## src/hdl/command_frame_receiver_macros.svh

```systemverilog
// Assertion helpers shared by the frame receiver modules.
`ifndef COMMAND_FRAME_RECEIVER_MACROS_SVH
`define COMMAND_FRAME_RECEIVER_MACROS_SVH

// Same-cycle implication, checked outside reset.
`define CFR_ASSERT_IMPLY(label, clk, rst_n, pre, post) \
    label: assert property (@(posedge clk) disable iff (!(rst_n)) (pre) |-> (post)) \
        else $error("cfr same-cycle check failed");

// Next-cycle implication, checked outside reset.
`define CFR_ASSERT_NEXT(label, clk, rst_n, pre, post) \
    label: assert property (@(posedge clk) disable iff (!(rst_n)) (pre) |=> (post)) \
        else $error("cfr next-cycle check failed");

`endif

```

## src/hdl/cfr_pkg.sv

```systemverilog
`timescale 1ns / 1ps
`default_nettype none

package cfr_pkg;

    localparam logic [7:0] HDR_FIRST  = 8'hFF;
    localparam logic [7:0] HDR_SECOND = 8'hAA;

    localparam logic [7:0] CMD_VELOCITY  = 8'h04;
    localparam logic [7:0] CMD_IMU       = 8'h05;
    localparam logic [7:0] CMD_INTAKE    = 8'h06;
    localparam logic [7:0] CMD_ELEVATOR  = 8'h08;
    localparam logic [7:0] CMD_WAREHOUSE = 8'h0A;
    localparam logic [7:0] CMD_SIMPLE_00 = 8'h00;
    localparam logic [7:0] CMD_SIMPLE_02 = 8'h02;
    localparam logic [7:0] CMD_SIMPLE_03 = 8'h03;
    localparam logic [7:0] CMD_SIMPLE_0B = 8'h0B;
    localparam logic [7:0] CMD_SIMPLE_0D = 8'h0D;
    localparam logic [7:0] CMD_SIMPLE_13 = 8'h13;

    localparam logic [7:0] SIZE_VELOCITY = 8'd13;
    localparam logic [7:0] SIZE_SENSOR   = 8'd5;
    localparam logic [7:0] SIZE_SIMPLE   = 8'd1;
    localparam logic [7:0] SIZE_UNKNOWN  = 8'd0;

    localparam logic [2:0] ST_OK        = 3'd0;
    localparam logic [2:0] ST_CHECKSUM  = 3'd1;
    localparam logic [2:0] ST_SIZE      = 3'd2;
    localparam logic [2:0] ST_UNKNOWN   = 3'd3;
    localparam logic [2:0] ST_OVERSIZED = 3'd4;

    localparam int QUEUE_DEPTH = 2;

    typedef enum logic [2:0] {
        FS_HUNT,
        FS_HDR2,
        FS_SIZE,
        FS_CMD,
        FS_BODY
    } t_front_state;

    typedef enum logic [1:0] {
        BS_IDLE,
        BS_EMIT,
        BS_READ,
        BS_DATA
    } t_back_state;

    // one finished frame, handed from the front to the back
    typedef struct packed {
        logic [2:0] status;
        logic [7:0] cmd;
        logic [7:0] plen;
    } t_job;

    // payload store write port
    typedef struct packed {
        logic       en;
        logic [7:0] addr;
        logic [7:0] data;
    } t_wr;

    // what the front needs to know about the queue and the back
    typedef struct packed {
        logic q_full;
        logic q_empty;
        logic back_busy;
    } t_front_ctl;

    function automatic logic [7:0] needed_size(input logic [7:0] cmd);
        logic [7:0] need;
        unique case (cmd) inside
            CMD_VELOCITY:
                need = SIZE_VELOCITY;
            CMD_IMU, CMD_INTAKE, CMD_ELEVATOR, CMD_WAREHOUSE:
                need = SIZE_SENSOR;
            CMD_SIMPLE_00, CMD_SIMPLE_02, CMD_SIMPLE_03,
            CMD_SIMPLE_0B, CMD_SIMPLE_0D, CMD_SIMPLE_13:
                need = SIZE_SIMPLE;
            default:
                need = SIZE_UNKNOWN;
        endcase
        return need;
    endfunction

endpackage

`default_nettype wire

```

## src/hdl/command_frame_receiver.sv

```systemverilog
// Path: with the back end idle, a status-only result, once its last byte (check byte, or
// command byte for size-zero and oversized frames) is accepted, passes the queue, the back
// end's emit state and the output register; a payload byte takes the read and data states.
// Throughput: one byte per cycle while hunting; payload results alternate store read and
// output load, set by the registered read; payload beats stall until the store is drained.
// Reset: synchronous, active low; clears the parser, queue and output valid, not the store.
`timescale 1ns / 1ps
`default_nettype none

module command_frame_receiver #(
    parameter int PAYLOAD_DEPTH = 16
) (
    input  wire logic        i_clk,
    input  wire logic        i_rst_n,
    input  wire logic        i_valid,
    output logic             o_stall,
    input  wire logic [7:0]  i_rx_byte,
    output logic             o_valid,
    input  wire logic        i_stall,
    output logic [2:0]       o_frame_status,
    output logic [7:0]       o_command_code,
    output logic             o_has_data,
    output logic [7:0]       o_data_byte,
    output logic             o_last
);
    import cfr_pkg::*;

    t_front_ctl ctl;
    t_job       push_job;
    t_job       pop_job;
    t_wr        wr;
    logic       push;
    logic       pop;
    logic       q_empty;
    logic       q_full;
    logic       back_busy;

    assign ctl.q_full    = q_full;
    assign ctl.q_empty   = q_empty;
    assign ctl.back_busy = back_busy;

    cfr_front #(
        .PAYLOAD_DEPTH(PAYLOAD_DEPTH)
    ) u_front (
        .i_clk     (i_clk),
        .i_rst_n   (i_rst_n),
        .i_valid   (i_valid),
        .o_stall   (o_stall),
        .i_rx_byte (i_rx_byte),
        .i_ctl     (ctl),
        .o_push    (push),
        .o_job     (push_job),
        .o_wr      (wr)
    );

    cfr_queue u_queue (
        .i_clk   (i_clk),
        .i_rst_n (i_rst_n),
        .i_push  (push),
        .i_job   (push_job),
        .i_pop   (pop),
        .o_job   (pop_job),
        .o_empty (q_empty),
        .o_full  (q_full)
    );

    cfr_back #(
        .PAYLOAD_DEPTH(PAYLOAD_DEPTH)
    ) u_back (
        .i_clk          (i_clk),
        .i_rst_n        (i_rst_n),
        .i_wr           (wr),
        .i_job_valid    (!q_empty),
        .i_job          (pop_job),
        .o_pop          (pop),
        .o_busy         (back_busy),
        .o_valid        (o_valid),
        .i_stall        (i_stall),
        .o_frame_status (o_frame_status),
        .o_command_code (o_command_code),
        .o_has_data     (o_has_data),
        .o_data_byte    (o_data_byte),
        .o_last         (o_last)
    );

endmodule

`default_nettype wire

```

## src/hdl/cfr_queue.sv

```systemverilog
`timescale 1ns / 1ps
`default_nettype none
`include "command_frame_receiver_macros.svh"

module cfr_queue (
    input  wire logic          i_clk,
    input  wire logic          i_rst_n,
    input  wire logic          i_push,
    input  cfr_pkg::t_job      i_job,
    input  wire logic          i_pop,
    output cfr_pkg::t_job      o_job,
    output logic               o_empty,
    output logic               o_full
);
    import cfr_pkg::*;

    localparam int PW = (QUEUE_DEPTH > 1) ? $clog2(QUEUE_DEPTH) : 1;
    localparam int CW = $clog2(QUEUE_DEPTH + 1);

    t_job           r_mem [QUEUE_DEPTH];
    logic [PW-1:0]  r_wr_ptr, n_wr_ptr;
    logic [PW-1:0]  r_rd_ptr, n_rd_ptr;
    logic [CW-1:0]  r_count, n_count;

    always_comb begin
        n_wr_ptr = r_wr_ptr;
        n_rd_ptr = r_rd_ptr;
        n_count  = r_count;
        if (i_push) begin
            n_wr_ptr = (r_wr_ptr == PW'(QUEUE_DEPTH - 1)) ? '0 : r_wr_ptr + PW'(1);
        end
        if (i_pop) begin
            n_rd_ptr = (r_rd_ptr == PW'(QUEUE_DEPTH - 1)) ? '0 : r_rd_ptr + PW'(1);
        end
        if (i_push && !i_pop) begin
            n_count = r_count + CW'(1);
        end else if (i_pop && !i_push) begin
            n_count = r_count - CW'(1);
        end
    end

    always_ff @(posedge i_clk) begin
        if (!i_rst_n) begin
            r_wr_ptr <= '0;
            r_rd_ptr <= '0;
            r_count  <= '0;
        end else begin
            r_wr_ptr <= n_wr_ptr;
            r_rd_ptr <= n_rd_ptr;
            r_count  <= n_count;
        end
    end

    always_ff @(posedge i_clk) begin
        if (i_push) begin
            r_mem[r_wr_ptr] <= i_job;
        end
    end

    assign o_job   = r_mem[r_rd_ptr];
    assign o_empty = (r_count == '0);
    assign o_full  = (r_count == CW'(QUEUE_DEPTH));

    `CFR_ASSERT_IMPLY(a_no_push_full, i_clk, i_rst_n, i_push, r_count != CW'(QUEUE_DEPTH))
    `CFR_ASSERT_IMPLY(a_no_pop_empty, i_clk, i_rst_n, i_pop, r_count != '0)

endmodule

`default_nettype wire

```

## src/hdl/cfr_front.sv

```systemverilog
`timescale 1ns / 1ps
`default_nettype none
`include "command_frame_receiver_macros.svh"

module cfr_front #(
    parameter int PAYLOAD_DEPTH = 16
) (
    input  wire logic          i_clk,
    input  wire logic          i_rst_n,
    input  wire logic          i_valid,
    output logic               o_stall,
    input  wire logic [7:0]    i_rx_byte,
    input  cfr_pkg::t_front_ctl i_ctl,
    output logic               o_push,
    output cfr_pkg::t_job      o_job,
    output cfr_pkg::t_wr       o_wr
);
    import cfr_pkg::*;

    localparam int CW = $clog2(PAYLOAD_DEPTH + 1);
    localparam logic [7:0] SIZE_LIMIT = 8'(PAYLOAD_DEPTH + 1);

    t_front_state   r_state, n_state;
    logic [7:0]     r_size, n_size;
    logic [7:0]     r_cmd, n_cmd;
    logic [CW-1:0]  r_cnt, n_cnt;
    logic           accept;
    logic [7:0]     plen;
    logic [7:0]     need;
    logic [2:0]     status;

    assign plen = r_size - 8'd1;
    assign need = needed_size(r_cmd);

    // checksum first, then known command, then size
    always_comb begin
        if (i_rx_byte != r_cmd + 8'd1) begin
            status = ST_CHECKSUM;
        end else if (need == SIZE_UNKNOWN) begin
            status = ST_UNKNOWN;
        end else if (r_size != need) begin
            status = ST_SIZE;
        end else begin
            status = ST_OK;
        end
    end

    always_comb begin
        n_state = r_state;
        n_size  = r_size;
        n_cmd   = r_cmd;
        n_cnt   = r_cnt;
        o_push  = 1'b0;
        o_job   = '0;
        o_wr    = '0;
        o_stall = 1'b0;

        unique case (r_state)
            FS_CMD:  o_stall = i_ctl.q_full;
            // hold payload beats until the store is free of the previous frame
            FS_BODY: o_stall = !(i_ctl.q_empty && !i_ctl.back_busy);
            default: o_stall = 1'b0;
        endcase

        accept = i_valid && !o_stall;

        unique case (r_state)
            FS_HUNT: begin
                if (accept && i_rx_byte == HDR_FIRST) begin
                    n_state = FS_HDR2;
                end
            end
            FS_HDR2: begin
                if (accept) begin
                    n_state = (i_rx_byte == HDR_SECOND) ? FS_SIZE : FS_HUNT;
                end
            end
            FS_SIZE: begin
                if (accept) begin
                    n_size  = i_rx_byte;
                    n_state = FS_CMD;
                end
            end
            FS_CMD: begin
                if (accept) begin
                    n_cmd = i_rx_byte;
                    n_cnt = '0;
                    if (r_size == 8'd0) begin
                        // command byte doubles as the check byte: always a mismatch
                        o_push       = 1'b1;
                        o_job.status = ST_CHECKSUM;
                        o_job.cmd    = i_rx_byte;
                        n_state      = FS_HUNT;
                    end else if (r_size > SIZE_LIMIT) begin
                        o_push       = 1'b1;
                        o_job.status = ST_OVERSIZED;
                        o_job.cmd    = i_rx_byte;
                        n_state      = FS_HUNT;
                    end else begin
                        n_state = FS_BODY;
                    end
                end
            end
            FS_BODY: begin
                if (accept) begin
                    if (8'(r_cnt) < plen) begin
                        o_wr.en   = 1'b1;
                        o_wr.addr = 8'(r_cnt);
                        o_wr.data = i_rx_byte;
                        n_cnt     = r_cnt + CW'(1);
                    end else begin
                        o_push       = 1'b1;
                        o_job.status = status;
                        o_job.cmd    = r_cmd;
                        o_job.plen   = plen;
                        n_state      = FS_HUNT;
                    end
                end
            end
            default: n_state = FS_HUNT;
        endcase
    end

    always_ff @(posedge i_clk) begin
        if (!i_rst_n) begin
            r_state <= FS_HUNT;
            r_size  <= '0;
            r_cmd   <= '0;
            r_cnt   <= '0;
        end else begin
            r_state <= n_state;
            r_size  <= n_size;
            r_cmd   <= n_cmd;
            r_cnt   <= n_cnt;
        end
    end

    `CFR_ASSERT_IMPLY(a_wr_store_free, i_clk, i_rst_n, o_wr.en, i_ctl.q_empty && !i_ctl.back_busy)

endmodule

`default_nettype wire

```

## src/hdl/cfr_back.sv

```systemverilog
`timescale 1ns / 1ps
`default_nettype none
`include "command_frame_receiver_macros.svh"

module cfr_back #(
    parameter int PAYLOAD_DEPTH = 16
) (
    input  wire logic          i_clk,
    input  wire logic          i_rst_n,
    input  cfr_pkg::t_wr       i_wr,
    input  wire logic          i_job_valid,
    input  cfr_pkg::t_job      i_job,
    output logic               o_pop,
    output logic               o_busy,
    output logic               o_valid,
    input  wire logic          i_stall,
    output logic [2:0]         o_frame_status,
    output logic [7:0]         o_command_code,
    output logic               o_has_data,
    output logic [7:0]         o_data_byte,
    output logic               o_last
);
    import cfr_pkg::*;

    localparam int AW = $clog2(PAYLOAD_DEPTH);

    logic [7:0]     r_mem [PAYLOAD_DEPTH];
    logic [7:0]     r_rd_data;

    t_back_state    r_state, n_state;
    t_job           r_job, n_job;
    logic [AW-1:0]  r_idx, n_idx;

    logic           r_o_valid;
    logic [2:0]     r_status;
    logic [7:0]     r_cmd;
    logic           r_has;
    logic [7:0]     r_data;
    logic           r_last;

    logic           out_free;
    logic           load;
    logic [2:0]     ld_status;
    logic           ld_has;
    logic [7:0]     ld_data;
    logic           ld_last;
    logic           last_hit;

    assign out_free = !r_o_valid || !i_stall;
    assign last_hit = (8'(r_idx) + 8'd1 == r_job.plen);

    always_comb begin
        n_state   = r_state;
        n_job     = r_job;
        n_idx     = r_idx;
        o_pop     = 1'b0;
        load      = 1'b0;
        ld_status = ST_OK;
        ld_has    = 1'b0;
        ld_data   = '0;
        ld_last   = 1'b1;

        unique case (r_state)
            BS_IDLE: begin
                if (i_job_valid) begin
                    o_pop   = 1'b1;
                    n_job   = i_job;
                    n_idx   = '0;
                    n_state = (i_job.status == ST_OK && i_job.plen != 8'd0) ?
                              BS_READ : BS_EMIT;
                end
            end
            BS_EMIT: begin
                if (out_free) begin
                    load      = 1'b1;
                    ld_status = r_job.status;
                    n_state   = BS_IDLE;
                end
            end
            BS_READ: begin
                n_state = BS_DATA;
            end
            BS_DATA: begin
                if (out_free) begin
                    load    = 1'b1;
                    ld_has  = 1'b1;
                    ld_data = r_rd_data;
                    ld_last = last_hit;
                    if (last_hit) begin
                        n_state = BS_IDLE;
                    end else begin
                        n_idx   = r_idx + AW'(1);
                        n_state = BS_READ;
                    end
                end
            end
            default: n_state = BS_IDLE;
        endcase
    end

    always_ff @(posedge i_clk) begin
        if (!i_rst_n) begin
            r_state   <= BS_IDLE;
            r_o_valid <= 1'b0;
        end else begin
            r_state <= n_state;
            if (load) begin
                r_o_valid <= 1'b1;
            end else if (!i_stall) begin
                r_o_valid <= 1'b0;
            end
        end
    end

    always_ff @(posedge i_clk) begin
        r_job <= n_job;
        r_idx <= n_idx;
        if (load) begin
            r_status <= ld_status;
            r_cmd    <= r_job.cmd;
            r_has    <= ld_has;
            r_data   <= ld_data;
            r_last   <= ld_last;
        end
    end

    // payload store: one write port from the front, one registered read port
    always_ff @(posedge i_clk) begin
        if (i_wr.en) begin
            r_mem[i_wr.addr[AW-1:0]] <= i_wr.data;
        end
        if (r_state == BS_READ) begin
            r_rd_data <= r_mem[r_idx];
        end
    end

    assign o_busy         = (r_state != BS_IDLE);
    assign o_valid        = r_o_valid;
    assign o_frame_status = r_status;
    assign o_command_code = r_cmd;
    assign o_has_data     = r_has;
    assign o_data_byte    = r_data;
    assign o_last         = r_last;

    `CFR_ASSERT_IMPLY(a_data_only_ok, i_clk, i_rst_n, r_o_valid && r_has, r_status == ST_OK)
    `CFR_ASSERT_NEXT(a_last_to_idle, i_clk, i_rst_n, r_state == BS_DATA && out_free && last_hit, r_state == BS_IDLE)

endmodule

`default_nettype wire

```

## config.mk

```make
export PLATFORM = sky130hd
export DESIGN_NAME = command_frame_receiver
export DESIGN_NICKNAME = d
export VERILOG_FILES = /design/src/hdl/cfr_pkg.sv /design/src/hdl/command_frame_receiver.sv /design/src/hdl/cfr_queue.sv /design/src/hdl/cfr_front.sv /design/src/hdl/cfr_back.sv
export VERILOG_INCLUDE_DIRS = /design/src /design/src/hdl
export SDC_FILE = /design/constraint.sdc
export NUM_CORES = 1
export LEC_CHECK = 0
export BUFFER_PORTS_ARGS = -buffer_cell sky130_fd_sc_hd__buf_2
export CORE_UTILIZATION = 45
export CTS_BUF_LIST = sky130_fd_sc_hd__clkbuf_8
export CTS_CLUSTER_DIAMETER = 80
export DETAILED_ROUTE_END_ITERATION = 10
export PLACE_DENSITY = 0.61
export SYNTH_ARGS = -nofsm -noshare
export SYNTH_HDL_FRONTEND = slang
export SYNTH_HIERARCHICAL = 1
export SYNTH_SLANG_ARGS = --single-unit
```

## constraint.sdc

```tcl
create_clock -name i_clk -period 3.6 [get_ports i_clk]
set_input_delay 0.54 -clock i_clk [delete_from_list [all_inputs] [get_ports i_clk]]
set_output_delay 0.54 -clock i_clk [all_outputs]
set_load 0.02 [all_outputs]
```

# Word-level counts from Yosys, hierarchy flattened
# Memory sizes are Yosys's and may differ from the RTL's. A register that Yosys moved wholly into a read port is not among the register bits.
# Cells that the tools add are included.
# op_classes
n_eq_ne	35
bitwise	1
n_lt_le_gt_ge	2
n_addsub	9
n_reduce_logical	38
n_mux	61
# op_table
op	count
$mux 17	3
$mux 19	2
$mux 11	3
$eq 8x4->1 const B	4
$mux 3	10
$eq 8x3->1 const B	3
$logic_not 8->1	3
$pmux 11 s2	1
$mux 1	19
$mux 2	9
$ne 2x1->1 const B	9
$eq 8x2->1 const B	2
$eq 8x8->1 const B	2
$mux 5	3
$pmux 3 s5	1
$mux 4	3
$pmux 4 s3	1
$pmux 5 s2	1
$reduce_and 2->1	5
$add 8x1->8 const B	1
$eq 8x5->1 const B	1
$eq 8x8->1	1
$gt 8x5->1 const B	1
$lt 5x8->1	1
33 further kinds	57
# totals
output_inout_bits	23
memories	2
wordCells	166
in_bits	12
reg_bits	75
mem_bits_rw	166
# memory_table
name	words	word_bits	rd	rd_ports_with_merged_regs	write_ports	line	source
u_back.r_mem	16	8	1	1	1	cfr_back.sv:27	logic [7:0] r_mem [PAYLOAD_DEPTH];
u_queue.r_mem	2	19	1	1	1	cfr_queue.sv:20	t_job r_mem [QUEUE_DEPTH];

# Longest topological paths before layout
# Gate-level depths: netlist (run 1).
# depth
depth_word	13
depth_mapped	14
depth_no_buf	14

# Cells and area by module
# The synthesis (run 1) kept the hierarchy.
# modules_own_cells
module	seq_area_each_um2	area_each_um2	n_inst	cells_each
cfr_back	5465.2	7121.8	1	371
cfr_front	480.5	2192.1	1	276
cfr_queue	1241.2	1590.3	1	81
command_frame_receiver	0.0	3.8	1	1

# Least setup slack after synthesis (run 1)
# No wires, ideal clock.
# synth_path
kind	flip-flop to flip-flop
startpoint	register u_front.r_size[0]
endpoint	memory u_back.r_mem[0][0] (enable)
arrival_ns	3.286
path_buffers	0
required_time_ns	3.217
path_stages_with_launch	12
setup_time_ns	0.383
slack_ns	-0.069
synth_period_minus_slack_ns	3.669
path_cell_list	dfxtp_1 inv_1 ha_1 xnor2_1 ha_1 o211ai_1 a21o_1 a21oi_1 a21oi_4 and2_1 or3b_1 nor3_1
# synth_lines
element	line	source
start, declared	cfr_front.sv:24	logic [7:0] r_size, n_size;
start signal, assigned	cfr_front.sv:132	r_size <= n_size;
end, declared	cfr_back.sv:27	

==> flow_metrics.py, run 1 <==
metrics = {
    "floorplan": {
        "io_pins": 35,
        "core.rowCount": 56,
        "die_w_um": 157,
        "fp.dieH_um": 157,
        "start_util_pct": 46.1,
        "fp.coreArea_um2": 23600,
        "dieArea_um2": 24800,
    },
    "global_route": {
        "grt_pass1_vias": 6167,
        "grtUsageTotal_pct": 18.5,
        "antenna_found_initial": 0,
        "grt_pass1_wl_um": 34300,
        "grt_overflow": 0,
        "grt_max_degree": 50,
    },
    "worst_setup_path": {
        "cp-startpoint": "u_front/r_size[0]$_SDFFE_PN0P_",
        "r2r-end": "u_back/r_mem[1][7]$_DFFE_PP_",
        "r2r_cells": 12,
        "crit_required_ns": 3.83,
        "reg2reg_from": "u_front/r_size[0]$_SDFFE_PN0P_",
        "startpoint_type": "flip-flop",
        "path_max_fanout": 9,
        "cp-end-kind": "flip-flop",
        "arrival_ns": 3.49,
        "r2r_slack_ns": 0.34,
        "crit_end": "u_back/r_mem[1][7]$_DFFE_PP_",
        "path_class": "flip-flop to flip-flop",
    },
    "drt": {
        "wire_per_inst_um": 19.2,
        "vias_per_cell": 5.39,
        "drt_iter0_drc": 386,
        "remaining_drc_errors": 0,
        "firstDrtPassIters": 5,
        "antenna_left": 0,
        "totalWireLength_um": 22000,
        "vias": 6177,
    },
    "pwr": {
        "switchingPower_uw": 1670,
        "leakagePower_uw": 0.00402,
        "swShare_pct": 25.6,
        "p_clk_share_pct": 34.2,
        "seqPwrFrac_pct": 52.7,
        "cellPowerDensity_nw_per_um2": 536,
        "p_comb_share_pct": 13.1,
        "ir_worst_vdd_v": 0.000282,
        "intPower_uw": 4860,
    },
    "cells_and_area": {
        "layout-drive-gt1-share_pct": 23.0,
        "final_net_count": 822,
        "n_antenna_cell": 0,
        "area_delta_synth_final_pct": 12.0,
        "final_cell_area_um2": 12200,
        "fin_cells": 1146,
        "nFillCells": 1969,
    },
    "clocking": {
        "htree_num_levels": 2,
        "cts_setup_buffers": 0,
        "cts_tree": "yes",
        "clk_latency_ns": 0.53,
        "cts_buffers": 40,
        "clk_pin_slew_ns": 0.06,
        "cts_num_sinks": 250,
        "cts_buffer_depth": 3,
        "clockRootBuffer": "clkbuf_8",
    },
    "sta": {
        "drv_slew": 0,
        "setup_viol": 0,
        "finClkSkew_ns": 0.0313,
        "finalSetupTns_ns": 0,
        "hold_violations": 0,
        "worst_slew_pin_slew_ns": 0.971,
        "max_freq_ghz": 0.307,
        "slew_headroom_pct": 35.3,
        "period_share_pct": 90.4,
        "rsz0062_at_grt": "false",
        "fin_crit_ns": 3.26,
    },
    "run": {
        "maxCapViolCount": 0,
    },
    "synth": {
        "netlist_area_um2": 10900,
        "synthCells": 725,
        "synth.avg_cell_area_um2": 15.0,
        "yosys_warnings": 6,
    },
    "min_path": {
        "hold_class": "primary input to flip-flop",
    },
    "run_status": {
        "status": "finished clean",
    },
    "placement": {
        "place_congestion": 0.895,
        "place_area_um2": 11400,
        "hpwl_um": 14800,
        "placedCellCount": 1073,
        "io_buffers": 34,
    },
}
==> stage by stage <==
| stage | hold slack, ns | power [uW] | utilization, % | setup WS (ns) |
|---|---|---|---|---|
| 2_1_floorplan | 0.400 | 4140 | - | 0.146 |
| 3_3_place_gp | 0.402 | 4340 | 48.4 | 0.369 |
| 3_5_place_dp | 0.406 | 4360 | 48.4 | 0.248 |
| 4_1_cts | 0.299 | 6600 | 51.6 | 0.231 |
| 5_1_grt | 0.323 | 6820 | 51.6 | 0.103 |
| 6_report | 0.340 | 6530 | 51.6 | 0.344 |
==> layer usage <==
layer  up-vias  wire length, um  track usage, %
li1       2902                -               -
met1      3042            10000            25.6
met2       186            10400            29.6
met3        47             1110            3.30
met4         0              483            6.15
met5         -                0               0
==> flip-flops by register name, indices dropped and copies added (netlist names), 2 cells and up, named ones only <==
signal / flops
u_back/o_command_code: 8
u_back/o_data_byte: 8
u_back/o_frame_status: 3
u_back/r_idx: 4
u_back/r_job: 19
u_back/r_mem: 128
u_back/r_rd_data: 8
u_back/r_state: 2
u_front/r_cmd: 8
u_front/r_cnt: 5
u_front/r_size: 8
u_front/r_state: 3
u_queue/r_count: 2
u_queue/r_mem: 38
==> worst min-delay path by stage <==
stage	startpoint	endpoint	slack, ns	depth (start not counted)
6_report	i_stall	u_back/o_valid$_SDFFE_PN0P_	0.34	3
4_1_cts	i_stall	u_back/o_valid$_SDFFE_PN0P_	0.30	3
3_5_place_dp	u_back/r_job[8]$_DFFE_PP_	u_back/o_command_code[0]$_DFFE_PP_	0.41	0
3_3_place_gp	u_back/r_job[12]$_DFFE_PP_	u_back/o_command_code[4]$_DFFE_PP_	0.40	0
2_1_floorplan	u_back/r_job[8]$_DFFE_PP_	u_back/o_command_code[0]$_DFFE_PP_	0.40	0
5_1_grt	i_stall	u_back/o_valid$_SDFFE_PN0P_	0.32	3
==> critical path: stages, from the launching register on <==
cell and delay, ns:
dfxtp_1 0.41, inv_1 0.12, ha_1 0.27, xnor2_1 0.17
ha_1 0.31, o211ai_1 0.09, a21o_1 0.18, a21oi_2 0.25
a21oi_4 0.13, and2_1 0.23, or3b_1 0.46, nor2_1 0.16
buf_4 0.19
==> timing repair <==
action,4_1_cts,5_1_grt
hold buffers,0,0
setup endpoints to repair,0,28
resized for setup,0,1
==> power groups by stage <==
| stage | Clock [uW] | Combinational [uW] | Sequential [uW] |
|---|---|---|---|
| after detailed placement | 0 | 856 | 3500 |
| final | 2230 | 853 | 3440 |
| after floorplan | 0 | 604 | 3540 |
| after global placement | 0 | 845 | 3500 |
| after CTS | 2290 | 859 | 3440 |
| after global routing | 2420 | 935 | 3460 |
==> final cells by class <==
class / count / area (um^2) / share of cell area (%)
well taps: 319 / 399 / 3.28
multi-input cells: 424 / 3390 / 27.8
clock buffers: 41 / 564 / 4.63
repair buffers: 61 / 385 / 3.16
flip-flops and latches: 250 / 7190 / 59.0
inverters: 19 / 71.3 / 0.586
clock inverters: 32 / 185 / 1.52
==> cell usage in the layout (no fill, tap or decap), types with 5 or more instances in the layout <==
cell      instances
a22oi_1           9
and2_1           23
nand3b_1          5
a221oi_2         13
xnor2_1          10
nor4_1            6
buf_4            26
nor2b_1          13
nand2b_1          8
a21boi_0          9
clkbuf_8         41
inv_1            32
nand3_1          16
ha_1             14
mux2_2           20
nand2_1          51
nor2_1           34
buf_2            34
a21oi_1          11
nor3_1            8
dfxtp_1          32
mux2i_1          44
o21ai_0          17
and2_4            8
mux4_2           16
nand4_1           5
clkinv_1         11
edfxtp_1        218
xor2_1           12
(Power assumes the default switching activity.)
==> inputs of run 2 (changes only) <==
--- a/config.mk
+++ b/config.mk
@@ -8,7 +8,7 @@
 export LEC_CHECK = 0
 export BUFFER_PORTS_ARGS = -buffer_cell sky130_fd_sc_hd__buf_2
 export CORE_UTILIZATION = 45
-export CTS_BUF_LIST = sky130_fd_sc_hd__clkbuf_8
+export CTS_BUF_LIST = sky130_fd_sc_hd__clkbuf_16
 export CTS_CLUSTER_DIAMETER = 80
 export DETAILED_ROUTE_END_ITERATION = 10
 export PLACE_DENSITY = 0.61
==> flow_metrics.py, run 2 (synthesized netlist as in run 1, its figures left out) <==
metrics = {
    "placement": {
        "io_buffers": 34,
        "hpwl_um": 14800,
        "place_area_um2": 11400,
        "place_congestion": 0.895,
    },
    "worst_setup_path": {
        "arrival_ns": 3.51,
        "startpoint_type": "flip-flop",
        "cp-end-kind": "flip-flop",
        "path_max_fanout": 9,
        "crit_required_ns": 3.84,
        "path_class": "flip-flop to flip-flop",
    },
    "clocking": {
        "cts_tree": "yes",
        "cts_num_sinks": 250,
        "cts_buffer_depth": 3,
        "cts_buffers": 27,
        "htree_num_levels": 1,
        "cts_setup_buffers": 0,
        "clk_pin_slew_ns": 0.06,
        "clk_latency_ns": 0.54,
        "clockRootBuffer": "clkbuf_16",
        "holdBufCountCts": 0,
    },
    "floorplan": {
        "fp.coreArea_um2": 23600,
        "start_util_pct": 46.1,
        "fp.dieH_um": 157,
        "io_pins": 35,
        "core.rowCount": 56,
        "dieArea_um2": 24800,
        "die_w_um": 157,
    },
    "drt": {
        "vias_per_cell": 5.52,
        "firstDrtPassIters": 5,
        "totalWireLength_um": 22200,
        "drt_iter0_drc": 435,
        "wire_per_inst_um": 19.8,
        "vias": 6200,
        "remaining_drc_errors": 0,
        "antenna_left": 0,
    },
    "sta": {
        "rsz0062_at_grt": "false",
        "drv_slew": 0,
        "slew_headroom_pct": 34.1,
        "fin_crit_ns": 3.26,
        "period_share_pct": 90.6,
        "finClkSkew_ns": 0.0182,
        "max_freq_ghz": 0.307,
        "hold_slack_ns": 0.313,
        "setup_viol": 0,
        "worst_slew_pin_slew_ns": 0.987,
        "hold_violations": 0,
        "finalSetupTns_ns": 0,
    },
    "global_route": {
        "grtUsageTotal_pct": 18.5,
        "grt_overflow": 0,
        "grt_pass1_vias": 6044,
        "antenna_found_initial": 0,
        "grt_max_degree": 50,
        "grt_pass1_wl_um": 34400,
    },
    "cells_and_area": {
        "layout-drive-gt1-share_pct": 22.9,
        "largest_reg_flops": 128,
        "most-common-layout-cells": "218 x edfxtp_1, 51 x nand2_1, 44 x mux2i_1",
        "n_antenna_cell": 0,
        "area_delta_synth_final_pct": 13.3,
        "largest-register": "u_back/r_mem",
        "final_cell_area_um2": 12300,
        "seq_area_um2": 7190,
        "nFillCells": 1951,
        "final_common_cell": "edfxtp_1",
        "reg_top3": "u_back/r_mem (128), u_queue/r_mem (38), u_back/r_job (19)",
        "multi_input_area_um2": 3390,
        "final_net_count": 809,
    },
    "pwr": {
        "power.total_uw": 7020,
        "ir_worst_vdd_v": 0.000412,
        "leakagePower_uw": 0.00404,
        "cellPowerDensity_nw_per_um2": 569,
    },
    "run_status": {
        "status": "finished clean",
    },
    "run": {
        "maxCapViolCount": 0,
    },
    "min_path": {
        "hold_class": "primary input to flip-flop",
    },
}
run 2: cell count changes in the layout (fill, tap and decap cells not counted), moves of 2 or more:
cell	delta
clkbuf_16	+27
clkinvlp_4	+3
clkinv_1	-7
clkbuf_8	-41
inv_1	-10
clkinv_2	+2
run 2: through the flow:
step,util [%],setup slack [ns],cells
final,52.2,0.338,1123
after global routing,52.2,0.115,1123
after CTS,52.2,0.230,1123
after detailed placement,48.4,0.248,1073
after global placement,48.4,0.369,1073
after floorplan,-,0.146,727
run 2: worst max-delay path: stages, from the launching register on:
cell and delay, ns:
dfxtp_1 0.41, inv_1 0.12, ha_1 0.28, xnor2_1 0.17, ha_1 0.31, o211ai_1 0.09
a21o_1 0.18, a21oi_2 0.25, a21oi_4 0.13, and2_1 0.23, or3b_1 0.46, nor2_1 0.16
buf_4 0.19
run 2: path summary, 6_finish.rpt:
path                             startpoint                                  to  slack, ns  depth (start not counted)
min                                 i_stall         u_back/o_valid$_SDFFE_PN0P_       0.31                          3
max          u_front/r_size[0]$_SDFFE_PN0P_        u_back/r_mem[1][7]$_DFFE_PP_       0.34                         12
min reg2reg      u_back/r_job[10]$_DFFE_PP_  u_back/o_command_code[2]$_DFFE_PP_       0.41                          0
max reg2reg  u_front/r_size[0]$_SDFFE_PN0P_        u_back/r_mem[1][7]$_DFFE_PP_       0.34                         12
run 2: where the power goes:
group          internal (uW)  switching, uW  total, uW
clock network           1600           1130       2720
registers               3340           99.4       3440
logic                    309            544        853
run 2: repair_timing:
item	in CTS	in global routing
setup endpoints to repair	0	9
hold endpoints to repair	0	0
resized for setup	0	1
run 2: metal layers:
| layer | part of all wire [%] | wire (um) | up-vias | track usage [%] |
|---|---|---|---|---|
| li1 | - | - | 2882 | - |
| met1 | 45 | 9920 | 3089 | 25.9 |
| met2 | 48 | 10700 | 199 | 30.3 |
| met3 | 5.5 | 1230 | 30 | 2.89 |
| met4 | 1.9 | 417 | 0 | 4.30 |
| met5 | 0 | 0 | - | 0 |
run 2: area by class of cell:
cell class / instances / share of cell area (%)
multi-input cells: 424 / 27.5
clock buffers: 27 / 5.48
repair buffers: 61 / 3.13
inverters: 19 / 0.579
flip-flops and latches: 250 / 58.3
clock inverters: 23 / 1.79
well taps: 319 / 3.24
==> inputs of run 3 (changes only) <==
--- a/config.mk
+++ b/config.mk
@@ -6,6 +6,7 @@
 export SDC_FILE = /design/constraint.sdc
 export NUM_CORES = 1
 export LEC_CHECK = 0
+export ABC_AREA = 1
 export BUFFER_PORTS_ARGS = -buffer_cell sky130_fd_sc_hd__buf_2
 export CORE_UTILIZATION = 45
 export CTS_BUF_LIST = sky130_fd_sc_hd__clkbuf_16
==> flow_metrics.py, run 3 <==
metrics = {
    "clocking": {
        "cts_buffers": 27,
        "clockRootBuffer": "clkbuf_16",
        "cts_num_sinks": 250,
        "clk_latency_ns": 0.52,
        "holdBufCountCts": 0,
        "cts_buffer_depth": 3,
        "clk_pin_slew_ns": 0.06,
        "htree_num_levels": 1,
        "cts_resized": 0,
        "cts_setup_buffers": 0,
        "cts_tree": "yes",
    },
    "drt": {
        "remaining_drc_errors": 0,
        "wire_per_inst_um": 17.1,
        "drt_iter0_drc": 649,
        "totalWireLength_um": 23500,
        "vias_per_cell": 5.16,
        "antenna_left": 0,
        "firstDrtPassIters": 5,
        "vias": 7078,
    },
    "sta": {
        "worst_slew_pin_slew_ns": 0.905,
        "finalSetupTns_ns": 0,
        "slew_headroom_pct": 39.7,
        "rsz0062_at_grt": "false",
        "finClkSkew_ns": 0.0146,
        "hold_slack_ns": 0.311,
        "max_freq_ghz": 0.309,
        "fin_crit_ns": 3.24,
        "period_share_pct": 89.9,
        "setup_viol": 0,
        "hold_violations": 0,
        "drv_slew": 0,
    },
    "pwr": {
        "cellPowerDensity_nw_per_um2": 643,
        "ir_worst_vdd_v": 0.000388,
        "leakagePower_uw": 0.00475,
    },
    "worst_setup_path": {
        "path_class": "flip-flop to flip-flop",
        "path_max_fanout": 18,
        "cpPeakStageDelay_ns": 0.51,
        "cp_cell_sequence": "inv_1 -> ha_1 -> xnor2_1 -> ha_1 -> nand2_1 -> inv_1 -> nand2_1 -> nand2_1 -> nand2_1 -> nand2_1 -> nand2_4 -> nand2_8 -> nor2_1 -> inv_1 -> nor2_1 -> nand2_1 -> nor2_1",
        "slowest_stage": "nor2_1",
        "r2r_slack_ns": 0.36,
        "path_common_cell": "nand2_1",
        "crit_required_ns": 3.75,
        "arrival_ns": 3.39,
        "startpoint_type": "flip-flop",
        "cp-end-kind": "flip-flop",
    },
    "floorplan": {
        "io_pins": 35,
        "start_util_pct": 46.4,
        "dieArea_um2": 25100,
        "fp.coreArea_um2": 23800,
        "fp.dieH_um": 159,
        "core.rowCount": 56,
        "die_w_um": 159,
    },
    "global_route": {
        "grtUsageTotal_pct": 19.4,
        "grt_pass1_vias": 6630,
        "grt_overflow": 0,
        "antenna_found_initial": 1,
        "busiest_layer": "met2",
        "grt_pass1_wl_um": 36700,
        "gr-usage-met3_pct": 3.02,
        "grt.met2_usage_pct": 29.7,
        "grt_max_degree": 68,
        "grt_use_met1_pct": 28.7,
    },
    "cells_and_area": {
        "layout-drive-gt1-share_pct": 15.8,
        "reg_top3": "u_back/r_mem (128), u_queue/r_mem (38), u_back/r_job (19)",
        "final_core_util_pct": 52.2,
        "final_cell_area_um2": 12400,
        "area_delta_synth_final_pct": 12.6,
        "largest-register": "u_back/r_mem",
        "most-common-layout-cells": "218 x edfxtp_1, 175 x nand2_1, 130 x nor2_1",
        "n_antenna_cell": 0,
        "final_net_count": 1060,
        "final_common_cell": "edfxtp_1",
        "largest_reg_flops": 128,
    },
    "placement": {
        "place_congestion": 0.868,
        "place_area_um2": 11600,
        "hpwl_um": 15600,
        "io_buffers": 34,
    },
    "synth": {
        "synth.avg_cell_area_um2": 11.3,
        "yosys_warnings": 6,
        "synthCells": 974,
        "netlist_area_um2": 11000,
    },
    "run_status": {
        "status": "finished clean",
    },
    "run": {
        "maxCapViolCount": 0,
    },
    "min_path": {
        "hold_class": "primary input to flip-flop",
    },
}
==> run 3: cell count changes in the layout (fill, tap and decap cells not counted), sizes merged, moves of 14 or more <==
cell / before / now
inv: 24 / 103
o21ai: 22 / 64
mux2i: 44 / 0
and2: 31 / 1
nand3: 17 / 36
a21oi: 13 / 52
nand2: 51 / 184
o22ai: 3 / 19
nor2b: 14 / 0
nand4: 5 / 20
mux4: 16 / 0
nor2: 34 / 139
==> run 3: path summary, 6_finish.rpt <==
kind | from | end | cells past startpoint
worst max register to register | u_front/r_size[0]$_SDFFE_PN0P_ | u_back/r_mem[5][7]$_DFFE_PP_ | 17
worst max-delay path | u_front/r_size[0]$_SDFFE_PN0P_ | u_back/r_mem[5][7]$_DFFE_PP_ | 17
worst min-delay path | i_rx_byte[1] | u_front/r_cmd[1]$_SDFFE_PN0P_ | 3
worst min register to register | u_back/r_job[10]$_DFFE_PP_ | u_back/o_command_code[2]$_DFFE_PP_ | 0
==> run 3: per-stage QoR <==
| stage | total power, uW | cells | setup slack, ns |
|---|---|---|---|
| floorplan | 4960 | 976 | 0.494 |
| global placement | 5390 | 1324 | 0.507 |
| detailed placement | 5400 | 1324 | 0.364 |
| CTS | 8040 | 1372 | 0.339 |
| global route | 8370 | 1372 | 0.00610 |
| finish | 7970 | 1372 | 0.364 |
==> run 3: power by group <==
part / switching, uW / internal [uW]
clock network: 1070 / 1570
logic: 1180 / 562
registers: 134 / 3460
total: 2390 / 5590
==> run 3: critical path, delay by kind of cell (launching register included) <==
kind	cells	cell delay [ns]
DFF	1	0.39
xor gates and xnor gates	1	0.25
buffers and inverters	3	0.24
adders and majority gates	2	0.54
and+or+nand+nor	11	1.45
==> run 3: metal layers <==
metal,part of all wire [%],wire length [um]
met5,0.051,12
met4,1.6,365
met3,5.2,1220
met2,46,10800
met1,47,11100
==> run 3: area by class of cell <==
type,instances,area (um^2)
repair buffers,64,395
flip-flops and latches,250,7190
clock inverters,21,173
inverters,95,357
clock buffers,27,676
multi-input cells,596,3220
well taps,319,399
fillers,2012,11300
